--- src/hw/rtl/icpid_pkg.sv ---
// Shared types and constants of the incremental PID core.
// No dependencies; imported by every module of the block.
`timescale 1ns / 1ps
`default_nettype none

package icpid_pkg;

  localparam int TARGET_W   = 16;
  localparam int MEAS_W     = 24;
  localparam int GAIN_W     = 24;
  localparam int DB_W       = 23;
  localparam int LIM_W      = 15;
  localparam int DRIVE_W    = 16;
  localparam int CFG_IDX_W  = 3;
  localparam int CFG_DATA_W = 24;

  localparam logic [LIM_W-1:0] LIMIT_RESET = {LIM_W{1'b1}};

  typedef enum logic [CFG_IDX_W-1:0] {
    CFG_KP_GAIN   = 3'd0,
    CFG_KI_GAIN   = 3'd1,
    CFG_KD_GAIN   = 3'd2,
    CFG_DEAD_BAND = 3'd3,
    CFG_OUT_LIMIT = 3'd4
  } cfg_idx_e;

  // Per-stage load strobes of the pipeline
  typedef struct packed {
    logic err;
    logic diff;
    logic prod;
    logic inc;
    logic out;
  } pipe_ld_t;

endpackage

`default_nettype wire

--- src/hw/rtl/icpid_front.sv ---
// Error formation, dead band test, error history and difference terms.
// Depends on icpid_pkg.
`timescale 1ns / 1ps
`default_nettype none

module icpid_front import icpid_pkg::*; #(
  parameter int MEAS_FRAC_BITS = 8,
  localparam int ERR_W = ((TARGET_W + MEAS_FRAC_BITS) > MEAS_W ?
                          (TARGET_W + MEAS_FRAC_BITS) : MEAS_W) + 1
) (
  input  logic                       clk_i,
  input  logic                       rst_ni,
  input  pipe_ld_t                   ld_i,
  input  logic signed [TARGET_W-1:0] target_i,
  input  logic signed [MEAS_W-1:0]   measured_i,
  input  logic        [DB_W-1:0]     dead_band_i,
  output logic signed [ERR_W-1:0]    err_o,
  output logic signed [ERR_W:0]      d1_o,
  output logic signed [ERR_W+1:0]    d2_o,
  output logic                       quiet_o
);

  logic signed [ERR_W-1:0] tgt_ext, meas_ext, err_d, db_ext;
  logic                    quiet_d;
  logic signed [ERR_W-1:0] err1_q;
  logic                    quiet1_q;
  logic signed [ERR_W-1:0] e1_q, e2_q;
  logic signed [ERR_W:0]   d1_d;
  logic signed [ERR_W+1:0] d2_d;

  always_comb begin
    tgt_ext  = ERR_W'(target_i) <<< MEAS_FRAC_BITS;
    meas_ext = ERR_W'(measured_i);
    err_d    = tgt_ext - meas_ext;
    db_ext   = ERR_W'({1'b0, dead_band_i});
    quiet_d  = (err_d <= db_ext) && (err_d >= -db_ext);
  end

  always_ff @(posedge clk_i) begin
    if (ld_i.err) begin
      err1_q   <= err_d;
      quiet1_q <= quiet_d;
    end
  end

  // e - e1 and e - 2*e1 + e2 against the history as it stands for this item
  always_comb begin
    d1_d = (ERR_W+1)'(err1_q) - (ERR_W+1)'(e1_q);
    d2_d = (ERR_W+2)'(err1_q) - ((ERR_W+2)'(e1_q) <<< 1) + (ERR_W+2)'(e2_q);
  end

  // History only moves for items outside the dead band
  always_ff @(posedge clk_i or negedge rst_ni) begin
    if (!rst_ni) begin
      e1_q <= '0;
      e2_q <= '0;
    end else if (ld_i.diff && !quiet1_q) begin
      e2_q <= e1_q;
      e1_q <= err1_q;
    end
  end

  always_ff @(posedge clk_i) begin
    if (ld_i.diff) begin
      err_o   <= err1_q;
      d1_o    <= d1_d;
      d2_o    <= d2_d;
      quiet_o <= quiet1_q;
    end
  end

endmodule

`default_nettype wire

--- config.mk ---
export PLATFORM = sky130hd
export DESIGN_NAME = icpid_front
export DESIGN_NICKNAME = d
export VERILOG_FILES = /design/src/hw/rtl/icpid_pkg.sv /design/src/hw/rtl/icpid_front.sv
export SDC_FILE = /design/constraint.sdc
export NUM_CORES = 1
export LEC_CHECK = 0
export BUFFER_PORTS_ARGS = -buffer_cell sky130_fd_sc_hd__buf_4
export CORE_UTILIZATION = 40
export DETAILED_ROUTE_END_ITERATION = 7
export RECOVER_POWER = 50
export SLEW_MARGIN = 10
export SYNTH_ARGS = -nofsm -noshare
export SYNTH_HDL_FRONTEND = slang
export SYNTH_SLANG_ARGS = --single-unit
export TNS_END_PERCENT = 30
--- constraint.sdc ---
create_clock -name clk_i -period 10.1 [get_ports clk_i]
set_input_delay 1.515 -clock clk_i [delete_from_list [all_inputs] [get_ports clk_i]]
set_output_delay 1.515 -clock clk_i [all_outputs]
set_load 0.1 [all_outputs]
Yosys cells after proc, flatten, opt, wreduce, memory -nomap -nowiden --
Cells that the tools add are included.
Cells by class: magnitude comparators 2, reductions and logical operators 3, add/sub/neg operators 5
Operators by type and width (count):
- adder 27 x 25 -> 27 bit | 1
- subtractor 25 x 26 -> 27 bit | 1
- subtractor 25 x 25 -> 26 bit | 1
- greater-or-equal comparator 25 bit | 1
- less-or-equal comparator 25 x 24 -> 1 bit | 1
- negator 23 -> 25 bit | 1
- subtractor 24 x 24 -> 25 bit | 1
- logical AND 1 bit | 2
- zero test 1 bit | 1
Storage, ports and cells: input bits 70, register bits after elaboration 155

Longest topological paths before layout --
depth in word-level cells 3, gate-level depth with buffers 20, gate-level depth less buffers 20

Worst setup path after synthesis --
OpenSTA, ideal clock, no wires.
path kind input-to-reg, from input measured_i[8], to register quiet1_q (data pin), library setup time 257 ps, stages on the path 20, buffers on the path 0, required time 9843 ps, setup slack 5087 ps, data arrival time 4755 ps, cells stage by stage inv_1 -> ha_1 -> or3b_4 -> nor4_2 -> o31a_2 -> a21oi_2 -> o21bai_1 -> a21oi_1 -> xnor2_1 -> ha_1 -> nand3_1 -> nor3_1 -> o21ai_1 -> a21oi_1 -> nor3_1 -> maj3_1 -> o21a_1 -> o21a_1 -> o2bb2ai_1 -> nor4_2
On the way: cells in the longest elaborated chain, start to end 3
Ends and longest elaborated chain:
- start, declared | line icpid_front.sv:15 | input logic signed [MEAS_W-1:0] measured_i,
- subtractor 24 x 24 -> 25 bit (*) | line icpid_front.sv:34 | err_d = tgt_ext - meas_ext;
- named net err_d[17] | line icpid_front.sv:23 | logic signed [ERR_W-1:0] tgt_ext, meas_ext, err_d, db_ext;
- less-or-equal comparator 25 x 24 -> 1 bit / greater-or-equal comparator 25 bit (equally long branches) | line icpid_front.sv:36 | quiet_d = (err_d <= db_ext) && (err_d >= -db_ext);
- logical AND 1 bit (*) | line icpid_front.sv:36
- named net quiet_d | line icpid_front.sv:24 | logic quiet_d;
- end signal, assigned | line icpid_front.sv:42 | quiet1_q <= quiet_d;
- end, declared | line icpid_front.sv:26 | logic quiet1_q;
Mark *: on every way through the listed nets, which the timed path passes. The rest lies on a longest branch. A chain may end at the register's enable or synchronous reset.

Worst setup path in the final report --
from input target_i[0], to register quiet1_q (data pin)
On the way: cells in the longest elaborated chain, start to end 3
Ends and longest elaborated chain:
- start, declared | line icpid_front.sv:14 | input logic signed [TARGET_W-1:0] target_i,
- subtractor 24 x 24 -> 25 bit (*) | line icpid_front.sv:34
- named net err_d[17] | line icpid_front.sv:23
- less-or-equal comparator 25 x 24 -> 1 bit / greater-or-equal comparator 25 bit (equally long branches) | line icpid_front.sv:36
- logical AND 1 bit (*) | line icpid_front.sv:36
- named net quiet_d | line icpid_front.sv:24
Marked as above.

==> results.tsv <==
stage	metric	value	unit
status	status	complete, but fails checks	
status	failing checks	design-rule violations, max-capacitance violations, max-slew violations	
grt	number of global-route vias before repair	7486	
synthesis	post-synthesis sequential area ratio	0.411	
timing	fmax	192	MHz
route	drt via density	4.89	
route	vias	7719	
flow_run	max-cap violations	3	
timing	max-slew violation count	135	
route	drt wl/cell	13.8	µm
worst_setup_path	Reg2Reg Launch Point	err1_q[2]$_DFFE_PP_	
timing	Final Cycle Share	0.517	
cts	TritonCTS clock tree	yes	
cts	total CTS buffers	17	
synthesis	Post-synth EDFFs	105	
cts	root cell of the clock tree	clkbuf_16	
cts	CTS Hold Bufs	0	
timing	Worst slew margin	-0.768	
worst_setup_path	Reg2Reg Depth	13	
worst_setup_path	CP required	10.27	ns
timing	Worst Skew	0.00627	ns
cells_and_area	non-filler instance count after layout	1580	
synthesis	synth warn	0	
floorplanning	Die X	166	µm
cts	post-CTS sizing	0	
route	1st-iter DRT viols	365	
cts	Skew-Pair Late Insertion Delay	0.42	ns
placement	worst slack at placement	4.43	ns
cts	Clock Path Buffers	2	
floorplanning	area of the core	26100	µm²
timing	Tmin final	5.22	ns
route	total wire length	21800	µm
synthesis	#FFs+latches synth	155	
floorplanning	top-level I/O count	149	
floorplanning	Rows	59	
cells_and_area	design area	12700	µm²
synthesis	Post-Syn Instances	1082	
placement	placed cell count	1548	
timing	Final Setup Violations	0	
worst_setup_path	crit-path max FO	3	
timing	RSZ-0062 raised after global routing	no	
cts	Worst-path clk slew	0.06	ns
synthesis	Yosys top cell by area	edfxtp_1	
grt	total gr overflow	0	
worst_setup_path	Crit Path Class	in -> reg	
placement	placed wire-length estimate	17700	µm
floorplanning	initial core utilization	0.410	
grt	gr usage total	0.165	
synthesis	post-synth top area share	0.294	
timing	Setup TNS	0	ns
timing	final worst setup slack	4.88	ns
hold_path	Worst Hold Class	reg -> reg	
cells_and_area	Area growth syn-to-layout	19.0	%
synthesis	most frequent cell after synthesis	inv_1	
synthesis	Yosys cell types	81	
cells_and_area	fillers	2416	
placement	placed cell areas	12200	µm²
grt	first-pass GRT wire length	36300	µm
route	drt drc	18	
synthesis	Post-Syn Nets	1290	
placement	Port Buffers	145	
hold_path	Hold EP	e2_q[0]$_DFFE_PN0P_	
worst_setup_path	Critical Path Start Type	input port	
synthesis	top_reg_cell synth	edfxtp_1	
route	Pre-antenna DRT Iters	7	
route	ANT nets after route	0	
cells_and_area	antenna cells	0	
cts	Clock Sink Count	155	
cells_and_area	storage element area	4400	µm²
synthesis	post-synthesis area per instance	9.90	µm²
synthesis	Post-Synthesis Cell Area	10700	µm²
cts	Post-CTS Setup Repair Bufs	0	
hold_path	min-delay src	e2_q[0]$_DFFE_PN0P_	
worst_setup_path	reg2reg setup slack	6.18	ns
timing	Fin. Hold Viols	0	
grt	pin count of the biggest net entering global routing	98	
floorplanning	full die area	27400	µm²
synthesis	top post-synthesis cells by count	180 x inv_1, 112 x ha_1, 105 x edfxtp_1, 89 x nand2_1, 63 x o21ai_0	
floorplanning	die height	166	µm
worst_setup_path	reg2reg end	d2_o[25]$_DFFE_PP_	
hold_path	Hold Crit Depth	2	
worst_setup_path	Worst setup EP type	flop	
placement	GPL Wtd Cong	0.868	
worst_setup_path	Worst Path Arrival	5.40	ns
synthesis	Async S/R FF share, synth	0.323	
synthesis	Synth area leaders	edfxtp_1 29%, ha_1 13%, dfrtp_1 12%	
cells_and_area	Final #Nets	1440	
grt	initial antenna violation count	0	
timing	Tightest Pin Transition	2.65	ns
cts	CTS H-Tree Depth	4	
cells_and_area	share of layout cells above drive strength 1	0.169	
cells_and_area	Multi-input gate area	5560	µm²
layout by cell type, fill, tap and decap left out, types with 10 or more instances in the layout:
master and count:
a21o_1 33, a21oi_1 57, buf_4 141, clkbuf_16 17
dfrtp_1 50, edfxtp_1 105, fa_1 26, ha_1 112
inv_1 180, nand2_1 89, nand2b_1 11, nand3_1 18
nand4_1 10, nor2_1 52, nor2b_1 10, nor3_1 23
nor4_1 11, o21a_1 16, o21ai_0 67, xnor2_1 57
xor2_1 21
routing by layer:
| layer | vias up | global-route usage | part of all wire | wire [µm] |
|---|---|---|---|---|
| li1 | 4045 | - | - | - |
| met2 | 142 | 0.263 | 0.45 | 9880 |
| met5 | - | 0 | 0 | 0 |
| met3 | 28 | 0.0394 | 0.045 | 971 |
| met4 | 0 | 0.0597 | 0.023 | 491 |
| met1 | 3504 | 0.218 | 0.48 | 10400 |
metrics by stage:
| step | hold slack (ns) | util |
|---|---|---|
| 6_report | 0.507 | 0.488 |
| 5_1_grt | 0.540 | 0.488 |
| 4_1_cts | 0.511 | 0.489 |
| 3_5_place_dp | 0.497 | 0.466 |
| 3_3_place_gp | 0.470 | 0.466 |
| 2_1_floorplan | 0.441 | - |
flip-flops by register name, summed over array words and instances (netlist names):
register and flops:
quiet1_q 1, quiet_o 1, d1_o 26, err1_q 25
e1_q 25, err_o 25, d2_o 27, e2_q 25
critical path, cell delays in order:
cell,delay [ns]
buf_4,0.11
ha_1,0.30
or3b_4,0.41
nor4_2,0.29
o31a_2,0.23
a21oi_2,0.09
o21bai_1,0.13
a21oi_1,0.09
xnor2_1,0.33
ha_1,0.21
nand3_1,0.10
nor3_1,0.20
o21ai_1,0.10
a21oi_1,0.22
nor3_1,0.09
maj3_1,0.37
o21a_1,0.18
o21a_1,0.18
o2bb2ai_1,0.18
nor4_2,0.07
worst max path at each step:
stage,from,to,slack [ns],cells after the start
floorplan,measured_i[8],quiet1_q$_DFFE_PP_,5.09,20
global placement,target_i[0],quiet1_q$_DFFE_PP_,4.45,20
detailed placement,dead_band_i[2],quiet1_q$_DFFE_PP_,4.43,19
CTS,target_i[0],quiet1_q$_DFFE_PP_,4.86,20
global route,measured_i[8],quiet1_q$_DFFE_PP_,4.49,21
finish,target_i[0],quiet1_q$_DFFE_PP_,4.88,20
logic make-up after synthesis:
| group | synth area share |
|---|---|
| AND/OR/NAND/NOR | 0.123 |
| AO/OA/AOI/OAI | 0.149 |
| XOR/XNOR | 0.0653 |
| flip-flops | 0.411 |
| adder cells (fa/ha/maj) | 0.181 |
| buffers and inverters | 0.0702 |
cell type report:
| type | count | area share |
|---|---|---|
| clock buffer | 18 | 0.0337 |
| clock inverter | 14 | 0.0129 |
| inverter | 182 | 0.0536 |
| multi-input combinational | 729 | 0.437 |
| sequential | 155 | 0.346 |
| tap | 335 | 0.0329 |
| timing repair buffer | 147 | 0.0848 |
Power is not shown: default switching activity piles up to over one toggle a cycle in this logic, so the estimate is an artifact.
