**config.mk**
```make
export PLATFORM = sky130hd
export DESIGN_NAME = icpid_acc
export DESIGN_NICKNAME = d
export VERILOG_FILES = /design/src/hw/rtl/icpid_pkg.sv /design/src/hw/rtl/icpid_acc.sv
export SDC_FILE = /design/constraint.sdc
export NUM_CORES = 1
export LEC_CHECK = 0
export BUFFER_PORTS_ARGS = -buffer_cell sky130_fd_sc_hd__buf_4
export CAP_MARGIN = 20
export CORE_MARGIN = 2
export CORE_UTILIZATION = 59
export DETAILED_ROUTE_END_ITERATION = 8
export GPL_TIMING_DRIVEN = 0
export PLACE_DENSITY = 0.84
export SETUP_SLACK_MARGIN = 0.2
export SYNTH_ARGS = -nofsm -noshare
export SYNTH_HDL_FRONTEND = slang
export SYNTH_SLANG_ARGS = --single-unit
```
**constraint.sdc**
```tcl
create_clock -name clk_i -period 6.9 [get_ports clk_i]
set_clock_uncertainty 0.1 [all_clocks]
set_input_delay 1.035 -clock clk_i [delete_from_list [all_inputs] [get_ports clk_i]]
set_output_delay 1.035 -clock clk_i [all_outputs]
set_load 0.005 [all_outputs]
```
**src/hw/rtl/icpid_pkg.sv**
```systemverilog
// Shared types and constants of the incremental PID core.
// No dependencies; imported by every module of the block.
`timescale 1ns / 1ps
`default_nettype none

package icpid_pkg;

  localparam int TARGET_W   = 16;
  localparam int MEAS_W     = 24;
  localparam int GAIN_W     = 24;
  localparam int DB_W       = 23;
  localparam int LIM_W      = 15;
  localparam int DRIVE_W    = 16;
  localparam int CFG_IDX_W  = 3;
  localparam int CFG_DATA_W = 24;

  localparam logic [LIM_W-1:0] LIMIT_RESET = {LIM_W{1'b1}};

  typedef enum logic [CFG_IDX_W-1:0] {
    CFG_KP_GAIN   = 3'd0,
    CFG_KI_GAIN   = 3'd1,
    CFG_KD_GAIN   = 3'd2,
    CFG_DEAD_BAND = 3'd3,
    CFG_OUT_LIMIT = 3'd4
  } cfg_idx_e;

  // Per-stage load strobes of the pipeline
  typedef struct packed {
    logic err;
    logic diff;
    logic prod;
    logic inc;
    logic out;
  } pipe_ld_t;

endpackage

`default_nettype wire

```
**src/hw/rtl/icpid_acc.sv**
```systemverilog
// Term sum with truncation toward zero, then the clamped drive accumulator.
// Depends on icpid_pkg.
`timescale 1ns / 1ps
`default_nettype none

module icpid_acc import icpid_pkg::*; #(
  parameter int MEAS_FRAC_BITS = 8,
  parameter int GAIN_FRAC_BITS = 16,
  localparam int ERR_W = ((TARGET_W + MEAS_FRAC_BITS) > MEAS_W ?
                          (TARGET_W + MEAS_FRAC_BITS) : MEAS_W) + 1,
  localparam int ACC_W = ERR_W + GAIN_W + 2,
  localparam int SHIFT = MEAS_FRAC_BITS + GAIN_FRAC_BITS,
  localparam int INC_W = ACC_W - SHIFT,
  localparam int SUM_W = (INC_W > DRIVE_W ? INC_W : DRIVE_W) + 1
) (
  input  logic                           clk_i,
  input  logic                           rst_ni,
  input  pipe_ld_t                       ld_i,
  input  logic signed [ERR_W+GAIN_W:0]   pkp_i,
  input  logic signed [ERR_W+GAIN_W-1:0] pki_i,
  input  logic signed [ERR_W+GAIN_W+1:0] pkd_i,
  input  logic                           quiet_i,
  input  logic        [LIM_W-1:0]        out_limit_i,
  output logic signed [DRIVE_W-1:0]      drive_o,
  output logic                           quiet_o
);

  logic signed [ACC_W-1:0]   sum, bias, biased;
  logic signed [INC_W-1:0]   inc_d, inc_q;
  logic                      quiet4_q;
  logic signed [SUM_W-1:0]   total, lim, clamped;
  logic signed [DRIVE_W-1:0] drive_sum_q;

  // Adding 2^SHIFT-1 to negative sums turns the floor into truncation toward zero
  always_comb begin
    sum    = ACC_W'(pkp_i) + ACC_W'(pki_i) + ACC_W'(pkd_i);
    bias   = ACC_W'({SHIFT{sum[ACC_W-1]}});
    biased = sum + bias;
    inc_d  = quiet_i ? '0 : biased[ACC_W-1:SHIFT];
  end

  always_ff @(posedge clk_i) begin
    if (ld_i.inc) begin
      inc_q    <= inc_d;
      quiet4_q <= quiet_i;
    end
  end

  always_comb begin
    total = SUM_W'(drive_sum_q) + SUM_W'(inc_q);
    lim   = SUM_W'({1'b0, out_limit_i});
    priority if (total >= lim) begin
      clamped = lim;
    end else if (total <= -lim) begin
      clamped = -lim;
    end else begin
      clamped = total;
    end
  end

  // The accumulator doubles as the output register
  always_ff @(posedge clk_i or negedge rst_ni) begin
    if (!rst_ni) begin
      drive_sum_q <= '0;
    end else if (ld_i.out) begin
      drive_sum_q <= DRIVE_W'(clamped);
    end
  end

  always_ff @(posedge clk_i) begin
    if (ld_i.out) begin
      quiet_o <= quiet4_q;
    end
  end

  assign drive_o = drive_sum_q;

endmodule

`default_nettype wire

```
Word-level counts from Yosys, hierarchy flattened --
Index checks and enable logic that the tools add are counted. W data, S select, Z words.
Cells by class: $add $sub $neg 5, magnitude comparators 2, mux-type cells 2
Operators with widths (number):
- $add A50 B49 Y51 | 1
- $add A51 B25 Y51 | 1
- $add A51 B51 Y51 | 1
- $mux W16 | 2
- $add A16 B27 Y28 | 1
- $ge A28 B16 Y1 | 1
- $le A28 B28 Y1 | 1
- $neg A15 Y28 | 1
Storage, ports and cells: register bits 45, input bits 173, output and inout bits 17, word-level logic and storage cells 13

Depth between registers and ports, before layout --
Gate-level depths: netlist (run 1).
word-level depth 4, gate-level depth with buffers 25, gate-level depth less buffers 24

Least setup slack after synthesis (run 1) --
Ideal clock, no wire load.
path kind input-to-reg, start point input pkp_i[7], end point register inc_q[23] (data pin), library setup time 0.256 ns, arrival time 5.573 ns, required time 6.544 ns, slack 0.971 ns, stages 21, path buffers 2, cells stage by stage fa_1 -> ha_1 -> buf_6 -> a211oi_4 -> o21ai_2 -> o311ai_4 -> a2111oi_2 -> a211oi_2 -> xor2_1 -> inv_2 -> ha_1 -> a21o_1 -> a21oi_1 -> or4_1 -> o2111a_1 -> o211ai_2 -> nand2_2 -> buf_4 -> nor4_4 -> a311oi_1 -> a41o_1
Between the ends: cells in the longest elaborated chain, start to end 3
RTL lines:
- start, declared | line icpid_acc.sv:19 | input logic signed [ERR_W+GAIN_W:0] pkp_i,
- $add A50 B49 Y51 | line icpid_acc.sv:36 | sum = ACC_W'(pkp_i) + ACC_W'(pki_i) + ACC_W'(pkd_i);
- $add A51 B51 Y51 | line icpid_acc.sv:36
- $add A51 B25 Y51 | line icpid_acc.sv:38 | biased = sum + bias;
- end signal, assigned | line icpid_acc.sv:44 | inc_q <= inc_d;
- end, declared | line icpid_acc.sv:29 | logic signed [INC_W-1:0] inc_d, inc_q;
No other way between the ends. A chain may end at the register's enable or synchronous reset.

Worst setup path after layout (run 1) --
Same ends and word-level chain as after synthesis.

==> results.toml, run 1 <==
[route]
via_count = 9871
wl_per_cell_um = 15.7
drt_iter0_markers = 480
route.detailed.vias_per_inst = 6.13
ant_nets = 0
route.detailed.drc = 0
wl_met2_um = 12000
top_layer = "met4"
wl_met3_um = 1270
wirelength_met1_um = 11300
drt_first_pass_iters = 5
detail_route.wirelength_um = 25300

[yosys]
synth_fp_nets = 1554
synth.cell_area_um2 = 10100
synthesis.instances = 1196
synth_largest_type_area_fraction_pct = 16.5
yosys_warnings = 0
ys_seq_elements = 45
sequential_area_share_after_synthesis_pct = 12.6
yosys_top_cell_by_area = "sky130_fd_sc_hd__ha_1"
netlist-cell-type-count = 98
postSynth.topFlopCell = "sky130_fd_sc_hd__edfxtp_1"
synth-async-reset-ratio_pct = 35.6
synth_top_cells_by_area = "sky130_fd_sc_hd__ha_1, sky130_fd_sc_hd__fa_1, sky130_fd_sc_hd__edfxtp_1"
synth_edf_count = 29
syn_avg_cell_area_um2 = 8.42

[clocking]
cts_made_buffers = 5
cts.sinks = 45
clk_pin_slew_ps = 80
clock_insertion_delay_worst_skew_ps = 300
clock_tree.htree_level_count = 2
cts_tree = "built"
ctsRootBufferMaster = "sky130_fd_sc_hd__clkbuf_16"
ctsLongestPathBuffers = 2

[critical_path]
worstSetupPathType = "input pin to register"
cp_data_required_time_ps = 6850
worstSetupEndpointType = "register"
timing.rr.end = "drive_o[1]$_DFFE_PN0P_"
worstReg2RegStart = "drive_o[6]$_DFFE_PN0P_"
worst_ep_arrival_time_ps = 6470
rr_worst_depth = 20
crit_path_max_fanout = 17
reg2reg_slack_ps = 1160
worstSetupStartpointType = "input pin"

[power_and_ir_drop]
power-per-cell-area_nw_per_um2 = 351
worst_voltage_drop_across_the_vdd_grid_uv = 294
leak_uw = 0.00531

[sta]
final_hold_viol_count = 0
timing.hold.ws_ps = 361
report.final.slew_viol_count = 0
setup_violations = 0
finalCriticalPeriod_ps = 6520
grt_setup_unrepaired = "false"
max_clock_freq_ghz = 0.153
max-slew-margin-rel_pct = 55.7
fin_crit_sh_pct = 94.5
measured_slew_at_the_worst_slew_check_pin_ps = 655

[floorplanning]
die-width_um = 135
core_um2 = 16600
placementRows = 47
die_height_um = 135
initial_utilization_pct = 60.5
top_level_i_o_count = 190
fp.dieArea_um2 = 18100

[layout]
finalNonFillerCells = 1610
area.growth.synth_to_final_pct = 18.6
proportion_of_layout_cells_with_a_drive_suffix_above_1_pct = 19.9
n_fill_cell = 1346
final_cell_area_um2 = 12000
nets = 1747
antenna_cells = 0

[global_route]
globalRouteOverflowTotal = 0
antenna_found_initial = 0
grt_pass1_vias = 9461
grt_pass1_wl_um = 42300
maximum_number_of_pins_on_one_net_before_global_route_repair = 29
globalRouteTotalUtil_pct = 27.7

[placement]
number_of_cells_after_detailed_placement = 1601
place_hpwl_um = 21500
postPlaceCellArea_um2 = 11700
total_of_buffers_placed_on_input_and_output_ports = 185
gp_congestion = 0.989

[run_status]
outcome = "finished, final reports clean"

[hold_path]
min_delay_path_depth = 0
worst_hold_check_path_type = "register to register"
timing.hold.worst_endpoint = "quiet_o$_DFFE_PP_"
min-delay-start = "quiet4_q$_DFFE_PP_"

[job]
drv_cap = 0
==> per-layer routing <==
metal  track usage, %  vias up
met2             48.2      356
met5                0        -
met1             36.5     4598
met3             1.99       56
li1                 -     4861
met4             9.06        0
==> Yosys cell counts (all sizes together), types with 12 or more instances <==
library cell,number
o21ai,67
a31oi,12
nor4,13
nand4,29
clkbuf,26
a211oi,12
nor3,30
ha,133
nand2b,12
xor2,29
xnor2,57
a21o,49
nand2,82
dfrtp,16
nor2,104
nor2b,14
fa,52
buf,15
inv,57
a21oi,122
mux2i,12
nand3,35
and2,16
edfxtp,29
==> cell usage in the layout (no fill, tap or decap), types with 49 or more instances in the layout <==
cell and count:
sky130_fd_sc_hd__fa_1 52, sky130_fd_sc_hd__xnor2_1 57, sky130_fd_sc_hd__o21ai_0 58, sky130_fd_sc_hd__nand2_1 81, sky130_fd_sc_hd__inv_1 56, sky130_fd_sc_hd__a21oi_1 116, sky130_fd_sc_hd__buf_4 187, sky130_fd_sc_hd__a21o_1 49
sky130_fd_sc_hd__ha_1 133, sky130_fd_sc_hd__nor2_1 103
==> worst max-delay path by stage <==
stage	depth (start not counted)	to	startpoint
finish	22	inc_q[23]$_SDFFCE_PP0P_	pkp_i[7]
global route	22	inc_q[23]$_SDFFCE_PP0P_	pkp_i[14]
CTS	21	inc_q[26]$_SDFFCE_PP0P_	pkp_i[13]
detailed placement	21	inc_q[26]$_SDFFCE_PP0P_	pkp_i[15]
global placement	22	inc_q[23]$_SDFFCE_PP0P_	pkp_i[13]
floorplan	21	inc_q[23]$_SDFFCE_PP0P_	pkp_i[7]
==> worst max-delay path, stage by stage <==
cell	delay, ps
sky130_fd_sc_hd__buf_4	110
sky130_fd_sc_hd__fa_1	460
sky130_fd_sc_hd__ha_1	310
sky130_fd_sc_hd__buf_6	140
sky130_fd_sc_hd__a211oi_4	270
sky130_fd_sc_hd__o21ai_2	110
sky130_fd_sc_hd__o311ai_4	460
sky130_fd_sc_hd__a2111oi_2	180
sky130_fd_sc_hd__a211oi_2	410
sky130_fd_sc_hd__xor2_4	330
sky130_fd_sc_hd__inv_2	230
sky130_fd_sc_hd__ha_1	380
sky130_fd_sc_hd__a21o_1	120
sky130_fd_sc_hd__a21oi_1	80
sky130_fd_sc_hd__or4_1	420
sky130_fd_sc_hd__o2111a_1	180
sky130_fd_sc_hd__o211ai_2	110
sky130_fd_sc_hd__nand2_2	140
sky130_fd_sc_hd__buf_4	220
sky130_fd_sc_hd__nor4_4	380
sky130_fd_sc_hd__a311oi_1	150
sky130_fd_sc_hd__a41o_1	220
==> cell type report <==
class | instances | area (um2) | share of cell area [%]
plain buffers | 41 | 196 | 1.64
clock buffers | 5 | 125 | 1.05
clock inverters | 3 | 46.3 | 0.387
inverters | 57 | 214 | 1.79
multi-input cells | 1053 | 8430 | 70.5
flip-flops and latches | 45 | 1270 | 10.6
well taps | 220 | 275 | 2.30
repair buffers | 186 | 1400 | 11.7
==> through the flow <==
stage                     total power [uW]  util, %  TNS [ps]  setup WS (ps)
after floorplan                       3010        -         0            971
after global placement                3730     70.5     -1760           -199
after detailed placement              3840     70.5     -4380           -322
after CTS                             4150     71.6         0            263
after global routing                  4620     71.8         0            222
final                                 4190     71.8         0            382
==> repair_timing <==
item                       CTS  global route
pin swaps                    0             1
gates resized for setup      1             4
setup buffers                0             1
setup endpoints to repair   23            24
hold buffers                 0             0
==> power breakdown <==
group / switching [uW] / total (uW) / internal, uW
combinational: 1980 / 3440 / 1460
sequential: 87.5 / 472 / 384
clock: 115 / 287 / 172
total: 2180 / 4190 / 2010
==> sequential cells by signal, indices dropped and copies added, names as in the netlist <==
name,flops
drive_o,16
inc_q,27
quiet4_q,1
quiet_o,1
==> cell families after synthesis <==
| kind of cell | synth area share [%] |
|---|---|
| fa+ha+maj | 26.9 |
| simple gates | 21.4 |
| buf+inv | 4.07 |
| flops | 12.6 |
| xor+xnor | 7.55 |
| mux | 1.98 |
| compound gates | 25.5 |
Note: power is estimated with default switching activity, not from simulation.
==> run 2: changes to the inputs <==
--- a/config.mk
+++ b/config.mk
@@ -5,10 +5,10 @@
 export SDC_FILE = /design/constraint.sdc
 export NUM_CORES = 1
 export LEC_CHECK = 0
+export ABC_AREA = 1
 export BUFFER_PORTS_ARGS = -buffer_cell sky130_fd_sc_hd__buf_4
 export CAP_MARGIN = 20
-export CORE_MARGIN = 2
-export CORE_UTILIZATION = 59
+export CORE_UTILIZATION = 60
 export DETAILED_ROUTE_END_ITERATION = 8
 export GPL_TIMING_DRIVEN = 0
 export PLACE_DENSITY = 0.84
==> constraint.sdc (replaced) <==
create_clock -name clk_i -period 7.15 [get_ports clk_i]
set_clock_uncertainty 0.1 [all_clocks]
set_input_delay 1.0725 -clock clk_i [delete_from_list [all_inputs] [get_ports clk_i]]
set_output_delay 1.0725 -clock clk_i [all_outputs]
set_load 0.005 [all_outputs]
==> run 2 against run 1 <==
Net effect: non-clock buffer count is 27 lower; register-to-register slack worse by 500 ps; largest power group unchanged; hold slack worse by 37 ps; flip-flop and latch count is the same; global-route usage grew 8.7 points; sequential share of layout area is 1.5 points lower; area after synthesis increased by 20%; critical path type is now register to register; via count rose by 38%.
==> results.toml, run 2 <==
[floorplanning]
top_level_i_o_count = 190
die-width_um = 144
initial_utilization_pct = 61.4
placementRows = 51
fp.dieArea_um2 = 20600
die_height_um = 144
core_um2 = 19600

[power_and_ir_drop]
sequential_cell_fraction_of_total_power_pct = 8.7
power-per-cell-area_nw_per_um2 = 366
leak_uw = 0.00723
cellInternalPower_uw = 2050
power.share.clock_pct = 4.9
p_sw_uw = 3040
power.share.combinational_pct = 86.4
power_switching_share_pct = 59.7
worst_voltage_drop_across_the_vdd_grid_uv = 155

[global_route]
antenna_found_initial = 0
grt_pass1_wl_um = 59100
globalRouteTotalUtil_pct = 36.4
maximum_number_of_pins_on_one_net_before_global_route_repair = 29
globalRouteOverflowTotal = 0
grt_pass1_vias = 12991

[clocking]
postCtsSetupBuffers = 0
ctsLongestPathBuffers = 2
clock_insertion_delay_worst_skew_ps = 300
cts.repair.resized = 0
clock_tree.htree_level_count = 2
cts_made_buffers = 5
clk_pin_slew_ps = 70
holdBufCountCts = 0
ctsRootBufferMaster = "sky130_fd_sc_hd__clkbuf_16"
cts_tree = "built"
cts.sinks = 45

[critical_path]
buf_inv_on_cp = 3
worst_ep_arrival_time_ps = 6570
reg2reg_slack_ps = 660
worstSetupStartpointType = "register"
timing.rr.end = "drive_o[1]$_DFFE_PN0P_"
path_cells = "ha_1 -> nand2_1 -> nor2_1 -> a21oi_1 -> o21bai_2 -> nand3_1 -> nand2_1 -> nand4_1 -> nand2_1 -> xor2_2 -> clkbuf_1 -> inv_1 -> ha_1 -> nand2_1 -> nor3_1 -> a21oi_1 -> a21o_1 -> nand3_1 -> clkbuf_1 -> nand2_1 -> o21ai_0 -> nand2_1 -> nand3_1 -> nand2_1"
critical_path.slowest_cell = "sky130_fd_sc_hd__nor3_1"
critical_path.top_delay_family = "simple AND/OR/NAND/NOR gates"
crit_path_max_fanout = 10
critical_path_depth = 24
crit_top_cell = "sky130_fd_sc_hd__nand2_1"
cp_data_required_time_ps = 7230
worstSetupPathType = "register to register"
worstSetupEndpointType = "register"
worstReg2RegStart = "drive_o[3]$_DFFE_PN0P_"
rr_worst_depth = 24
timing.critical_path.to = "drive_o[1]$_DFFE_PN0P_"
cp_slowest_stage_delay_ps = 690
critical_path.startpoint = "drive_o[3]$_DFFE_PN0P_"

[yosys]
yosys_warnings = 0
synth_largest_type_area_fraction_pct = 17.8
yosys_top_cell_by_area = "sky130_fd_sc_hd__nand2_1"
synth_fp_nets = 2317
syn_avg_cell_area_um2 = 6.14
synth_top_cells_by_area = "sky130_fd_sc_hd__nand2_1, sky130_fd_sc_hd__ha_1, sky130_fd_sc_hd__fa_1"
synth_edf_count = 29
ys_seq_elements = 45
synth-async-reset-ratio_pct = 35.6
synth.cell_area_um2 = 12000
synthesis.instances = 1959
sequential_area_share_after_synthesis_pct = 10.6
synth_common_cells = "sky130_fd_sc_hd__nand2_1, sky130_fd_sc_hd__inv_1, sky130_fd_sc_hd__nor2_1"
netlist-cell-type-count = 57
yosysMostFrequentCell = "sky130_fd_sc_hd__nand2_1"
postSynth.topFlopCell = "sky130_fd_sc_hd__edfxtp_1"

[run_status]
outcome = "finished, final reports clean"

[route]
via_count = 13623
route.detailed.vias_per_inst = 5.64
drt_iter0_markers = 723
wl_per_cell_um = 15.6
route.detailed.drc = 0
detail_route.wirelength_um = 37700
drt_first_pass_iters = 5
ant_nets = 0

[hold_path]
worst_hold_check_path_type = "register to register"

[sta]
fin_tns_setup_ps = 0
final_hold_viol_count = 0
max-slew-margin-rel_pct = 30.8
max_clock_freq_ghz = 0.154
measured_slew_at_the_worst_slew_check_pin_ps = 1030
report.final.slew_viol_count = 0
grt_setup_unrepaired = "false"
setup_violations = 0
fin_crit_sh_pct = 90.8
finalCriticalPeriod_ps = 6490

[layout]
biggest_register = "inc_q"
fin_util_pct = 71.0
proportion_of_layout_cells_with_a_drive_suffix_above_1_pct = 13.1
largest_register_ffs = 27
most_frequent_standard_cell_in_the_layout_excluding_fill_and_tap_cells = "sky130_fd_sc_hd__nand2_1"
n_fill_cell = 1744
area.growth.synth_to_final_pct = 15.6
antenna_cells = 0
layout.cells.most_common_list = "sky130_fd_sc_hd__nand2_1, sky130_fd_sc_hd__inv_1, sky130_fd_sc_hd__nor2_1, sky130_fd_sc_hd__buf_4, sky130_fd_sc_hd__a21oi_1"
nets = 2509

[job]
drv_cap = 0

[placement]
gp_congestion = 1.04
place_hpwl_um = 32800
total_of_buffers_placed_on_input_and_output_ports = 185
==> run 2: metal layers <==
layer | routed length (um) | track usage (%) | vias up
met4 | 2320 | 23.0 | 0
li1 | - | - | 6816
met3 | 2040 | 3.23 | 143
met5 | 0 | 0 | -
met1 | 14700 | 39.7 | 6081
met2 | 18600 | 67.7 | 583
==> run 2: final cells by class <==
class | instances | area, um2 | share of cell area [%]
buffer | 15 | 80.1 | 0.576
tap | 265 | 332 | 2.38
timing repair buffer | 185 | 1390 | 9.98
sequential | 45 | 1270 | 9.14
clock inverter | 3 | 28.8 | 0.207
clock buffer | 5 | 125 | 0.899
inverter | 261 | 980 | 7.04
multi-input combinational | 1638 | 9710 | 69.8
==> run 2: through the flow <==
step / setup WS [ps] / instance area [um2] / total power [uW] / cells / hold slack [ps]
floorplan: 2400 / 12000 / 3580 / 1959 / 300
global placement: 1050 / 13800 / 4610 / 2409 / 303
detailed placement: 1040 / 13800 / 4730 / 2409 / 308
CTS: 1030 / 13900 / 4990 / 2417 / 325
global route: 369 / 13900 / 5600 / 2417 / 344
finish: 657 / 13900 / 5080 / 2417 / 324
==> run 2: power groups by stage <==
stage,sequential (uW),clock [uW],combinational (uW)
2_1_floorplan,428,0,3150
3_3_place_gp,442,0,4170
3_5_place_dp,446,0,4280
4_1_cts,441,248,4310
5_1_grt,450,258,4890
6_report,443,248,4390
==> run 2: kinds of logic (layout without fill, tap and decap cells) <==
family	count (synthesis)	in the layout	synth area share (%)
flops	45	45	10.6
fa+ha+maj	185	185	22.5
xor+xnor	68	68	5.01
simple gates	1092	1092	39.3
mux	3	3	0.281
compound gates	290	290	13.6
buf+inv	276	469	8.80
==> run 2: how the worst min path moves through the flow <==
stage,cells past startpoint,end,from
after floorplan,0,quiet_o$_DFFE_PP_,quiet4_q$_DFFE_PP_
after global placement,0,quiet_o$_DFFE_PP_,quiet4_q$_DFFE_PP_
after detailed placement,0,quiet_o$_DFFE_PP_,quiet4_q$_DFFE_PP_
after CTS,0,quiet_o$_DFFE_PP_,quiet4_q$_DFFE_PP_
after global routing,0,quiet_o$_DFFE_PP_,quiet4_q$_DFFE_PP_
final,0,quiet_o$_DFFE_PP_,quiet4_q$_DFFE_PP_
==> run 3: changes to the inputs <==
--- a/config.mk
+++ b/config.mk
@@ -7,8 +7,9 @@
 export LEC_CHECK = 0
 export ABC_AREA = 1
 export BUFFER_PORTS_ARGS = -buffer_cell sky130_fd_sc_hd__buf_4
-export CAP_MARGIN = 20
+export CAP_MARGIN = 40
 export CORE_UTILIZATION = 60
+export CTS_CLUSTER_DIAMETER = 100
 export DETAILED_ROUTE_END_ITERATION = 8
 export GPL_TIMING_DRIVEN = 0
 export PLACE_DENSITY = 0.84
==> constraint.sdc (replaced) <==
create_clock -name clk_i -period 7.15 [get_ports clk_i]
set_clock_uncertainty 0.1 [all_clocks]
set_input_delay 1.43 -clock clk_i [delete_from_list [all_inputs] [get_ports clk_i]]
set_output_delay 1.43 -clock clk_i [all_outputs]
set_load 0.005 [all_outputs]
==> run 3 against run 2 <==
Net effect: flip-flop and latch count is the same; setup slack lost 49 ps; register-to-register slack lost 50 ps; first-iteration DRC count shrank 1.2%; routed wire length about the same; via count hardly changed.
==> results.toml, run 3 (synthesis results as in run 2) <==
[layout]
area.growth.synth_to_final_pct = 15.6
antenna_cells = 0
nets = 2509
proportion_of_layout_cells_with_a_drive_suffix_above_1_pct = 13.1
multi_input_comb_area_um2 = 9710
final-seq-area_um2 = 1270
largest_register_ffs = 27
layout.cells.most_common_list = "sky130_fd_sc_hd__nand2_1, sky130_fd_sc_hd__inv_1, sky130_fd_sc_hd__nor2_1, sky130_fd_sc_hd__buf_4, sky130_fd_sc_hd__a21oi_1"
biggest_register = "inc_q"
most_frequent_standard_cell_in_the_layout_excluding_fill_and_tap_cells = "sky130_fd_sc_hd__nand2_1"
n_fill_cell = 1744
final_cell_area_um2 = 13900

[sta]
final_hold_viol_count = 0
fin_tns_setup_ps = 0
measured_slew_at_the_worst_slew_check_pin_ps = 1020
report.final.slew_viol_count = 0
fin_crit_sh_pct = 91.5
max-slew-margin-rel_pct = 31.2
setup_violations = 0
grt_setup_unrepaired = "false"
max_clock_freq_ghz = 0.153
finalCriticalPeriod_ps = 6540

[clocking]
cts_tree = "built"
ctsRootBufferMaster = "sky130_fd_sc_hd__clkbuf_16"
cts.repair.resized = 0
cts.sinks = 45
postCtsSetupBuffers = 0
clock_tree.htree_level_count = 2
clk_pin_slew_ps = 80
clock_insertion_delay_worst_skew_ps = 300
ctsLongestPathBuffers = 2
cts_made_buffers = 5
holdBufCountCts = 0

[placement]
total_of_buffers_placed_on_input_and_output_ports = 185
place_hpwl_um = 32800
gp_congestion = 1.04
postPlaceCellArea_um2 = 13800

[power_and_ir_drop]
cellInternalPower_uw = 2050
worst_voltage_drop_across_the_vdd_grid_uv = 155
power-per-cell-area_nw_per_um2 = 366
p_sw_uw = 3040
leak_uw = 0.00723
power.share.combinational_pct = 86.4
sequential_cell_fraction_of_total_power_pct = 8.7
power_switching_share_pct = 59.7
power.share.clock_pct = 4.9

[critical_path]
worstReg2RegStart = "drive_o[3]$_DFFE_PN0P_"
timing.rr.end = "drive_o[1]$_DFFE_PN0P_"
cp_slowest_stage_delay_ps = 700
rr_worst_depth = 24
cp_data_required_time_ps = 7230
critical_path.top_delay_family = "simple AND/OR/NAND/NOR gates"
path_cells = "ha_1 -> nand2_1 -> nor2_1 -> a21oi_1 -> o21bai_2 -> nand3_1 -> nand2_1 -> nand4_1 -> nand2_1 -> xor2_2 -> clkbuf_1 -> inv_1 -> ha_1 -> nand2_1 -> nor3_1 -> a21oi_1 -> a21o_1 -> nand3_1 -> clkbuf_1 -> nand2_1 -> o21ai_0 -> nand2_1 -> nand3_1 -> nand2_1"
worst_ep_arrival_time_ps = 6620
worstSetupStartpointType = "register"
worstSetupEndpointType = "register"
buf_inv_on_cp = 3
crit_path_max_fanout = 10
critical_path.slowest_cell = "sky130_fd_sc_hd__nor3_1"
crit_top_cell = "sky130_fd_sc_hd__nand2_1"
reg2reg_slack_ps = 610
worstSetupPathType = "register to register"

[route]
wl_per_cell_um = 15.6
via_count = 13634
route.detailed.drc = 0
ant_nets = 0
drt_first_pass_iters = 6
detail_route.wirelength_um = 37700
route.detailed.vias_per_inst = 5.64
drt_iter0_markers = 714

[hold_path]
min-delay-start = "quiet4_q$_DFFE_PP_"
worst_hold_check_path_type = "register to register"
timing.hold.worst_endpoint = "quiet_o$_DFFE_PP_"
min_delay_path_depth = 0

[global_route]
maximum_number_of_pins_on_one_net_before_global_route_repair = 29
globalRouteOverflowTotal = 0
antenna_found_initial = 0
grt_pass1_wl_um = 59100
grt_pass1_vias = 12986
globalRouteTotalUtil_pct = 36.4

[floorplanning]
initial_utilization_pct = 61.4
die-width_um = 144
core_um2 = 19600
fp.dieArea_um2 = 20600
top_level_i_o_count = 190
die_height_um = 144
placementRows = 51

[run_status]
outcome = "finished, final reports clean"

[job]
drv_cap = 0
[run 3: layout make-up]
type | count | share of cell area [%]
Sequential cell | 45 | 9.14
Tap cell | 265 | 2.38
Multi-Input combinational cell | 1638 | 69.8
Clock inverter | 3 | 0.207
Buffer | 15 | 0.576
Timing Repair Buffer | 185 | 9.98
Inverter | 261 | 7.04
Clock buffer | 5 | 0.899
[run 3: power groups by stage]
| stage | Clock (uW) | Combinational (uW) | Sequential (uW) |
|---|---|---|---|
| finish | 249 | 4390 | 443 |
| floorplan | 0 | 3150 | 428 |
| global placement | 0 | 4170 | 442 |
| detailed placement | 0 | 4280 | 446 |
| global route | 258 | 4890 | 450 |
| CTS | 248 | 4310 | 441 |
[run 3: metrics by stage]
step                      total power [uW]  setup slack, ps  hold slack [ps]  cells  utilization [%]
after global routing                  5600              369              344   2417             71.0
after global placement                4610              780              303   2409             70.2
after CTS                             4990             1030              325   2417             71.0
final                                 5090              608              326   2417             71.0
after detailed placement              4730              808              308   2409             70.2
after floorplan                       3580             2040              300   1959                -
[run 3: worst max path at each step]
stage	startpoint	endpoint	slack, ps	cells after the start
after floorplan	pkp_i[25]	inc_q[11]$_SDFFCE_PP0P_	2040	25
after global placement	out_limit_i[2]	drive_o[6]$_DFFE_PN0P_	780	21
after detailed placement	out_limit_i[2]	drive_o[2]$_DFFE_PN0P_	810	20
after CTS	drive_o[4]$_DFFE_PN0P_	drive_o[2]$_DFFE_PN0P_	1030	24
after global routing	drive_o[15]$_DFFE_PN0P_	drive_o[1]$_DFFE_PN0P_	370	22
final	drive_o[3]$_DFFE_PN0P_	drive_o[1]$_DFFE_PN0P_	610	24
[run 3: routing by layer]
metal  routed length (um)  GRT usage (%)  vias to the layer above
li1                     -              -                     6815
met1                14600           39.7                     6092
met2                18600           67.5                      579
met3                 2090           3.30                      148
met4                 2410           23.3                        0
met5                    0              0                        -
[run 3: worst reg2reg max path: stages (launching register included)]
cell and delay, ps:
sky130_fd_sc_hd__dfrtp_1 420, sky130_fd_sc_hd__ha_1 410, sky130_fd_sc_hd__nand2_1 70, sky130_fd_sc_hd__nor2_1 220, sky130_fd_sc_hd__a21oi_1 170, sky130_fd_sc_hd__o21bai_2 280, sky130_fd_sc_hd__nand3_1 120, sky130_fd_sc_hd__nand2_1 130
sky130_fd_sc_hd__nand4_1 120, sky130_fd_sc_hd__nand2_1 130, sky130_fd_sc_hd__xor2_2 490, sky130_fd_sc_hd__clkbuf_1 500, sky130_fd_sc_hd__inv_1 100, sky130_fd_sc_hd__ha_1 450, sky130_fd_sc_hd__nand2_1 120, sky130_fd_sc_hd__nor3_1 700
sky130_fd_sc_hd__a21oi_1 350, sky130_fd_sc_hd__a21o_1 260, sky130_fd_sc_hd__nand3_1 370, sky130_fd_sc_hd__clkbuf_1 440, sky130_fd_sc_hd__nand2_1 90, sky130_fd_sc_hd__o21ai_0 110, sky130_fd_sc_hd__nand2_1 80, sky130_fd_sc_hd__nand3_1 110
sky130_fd_sc_hd__nand2_1 80
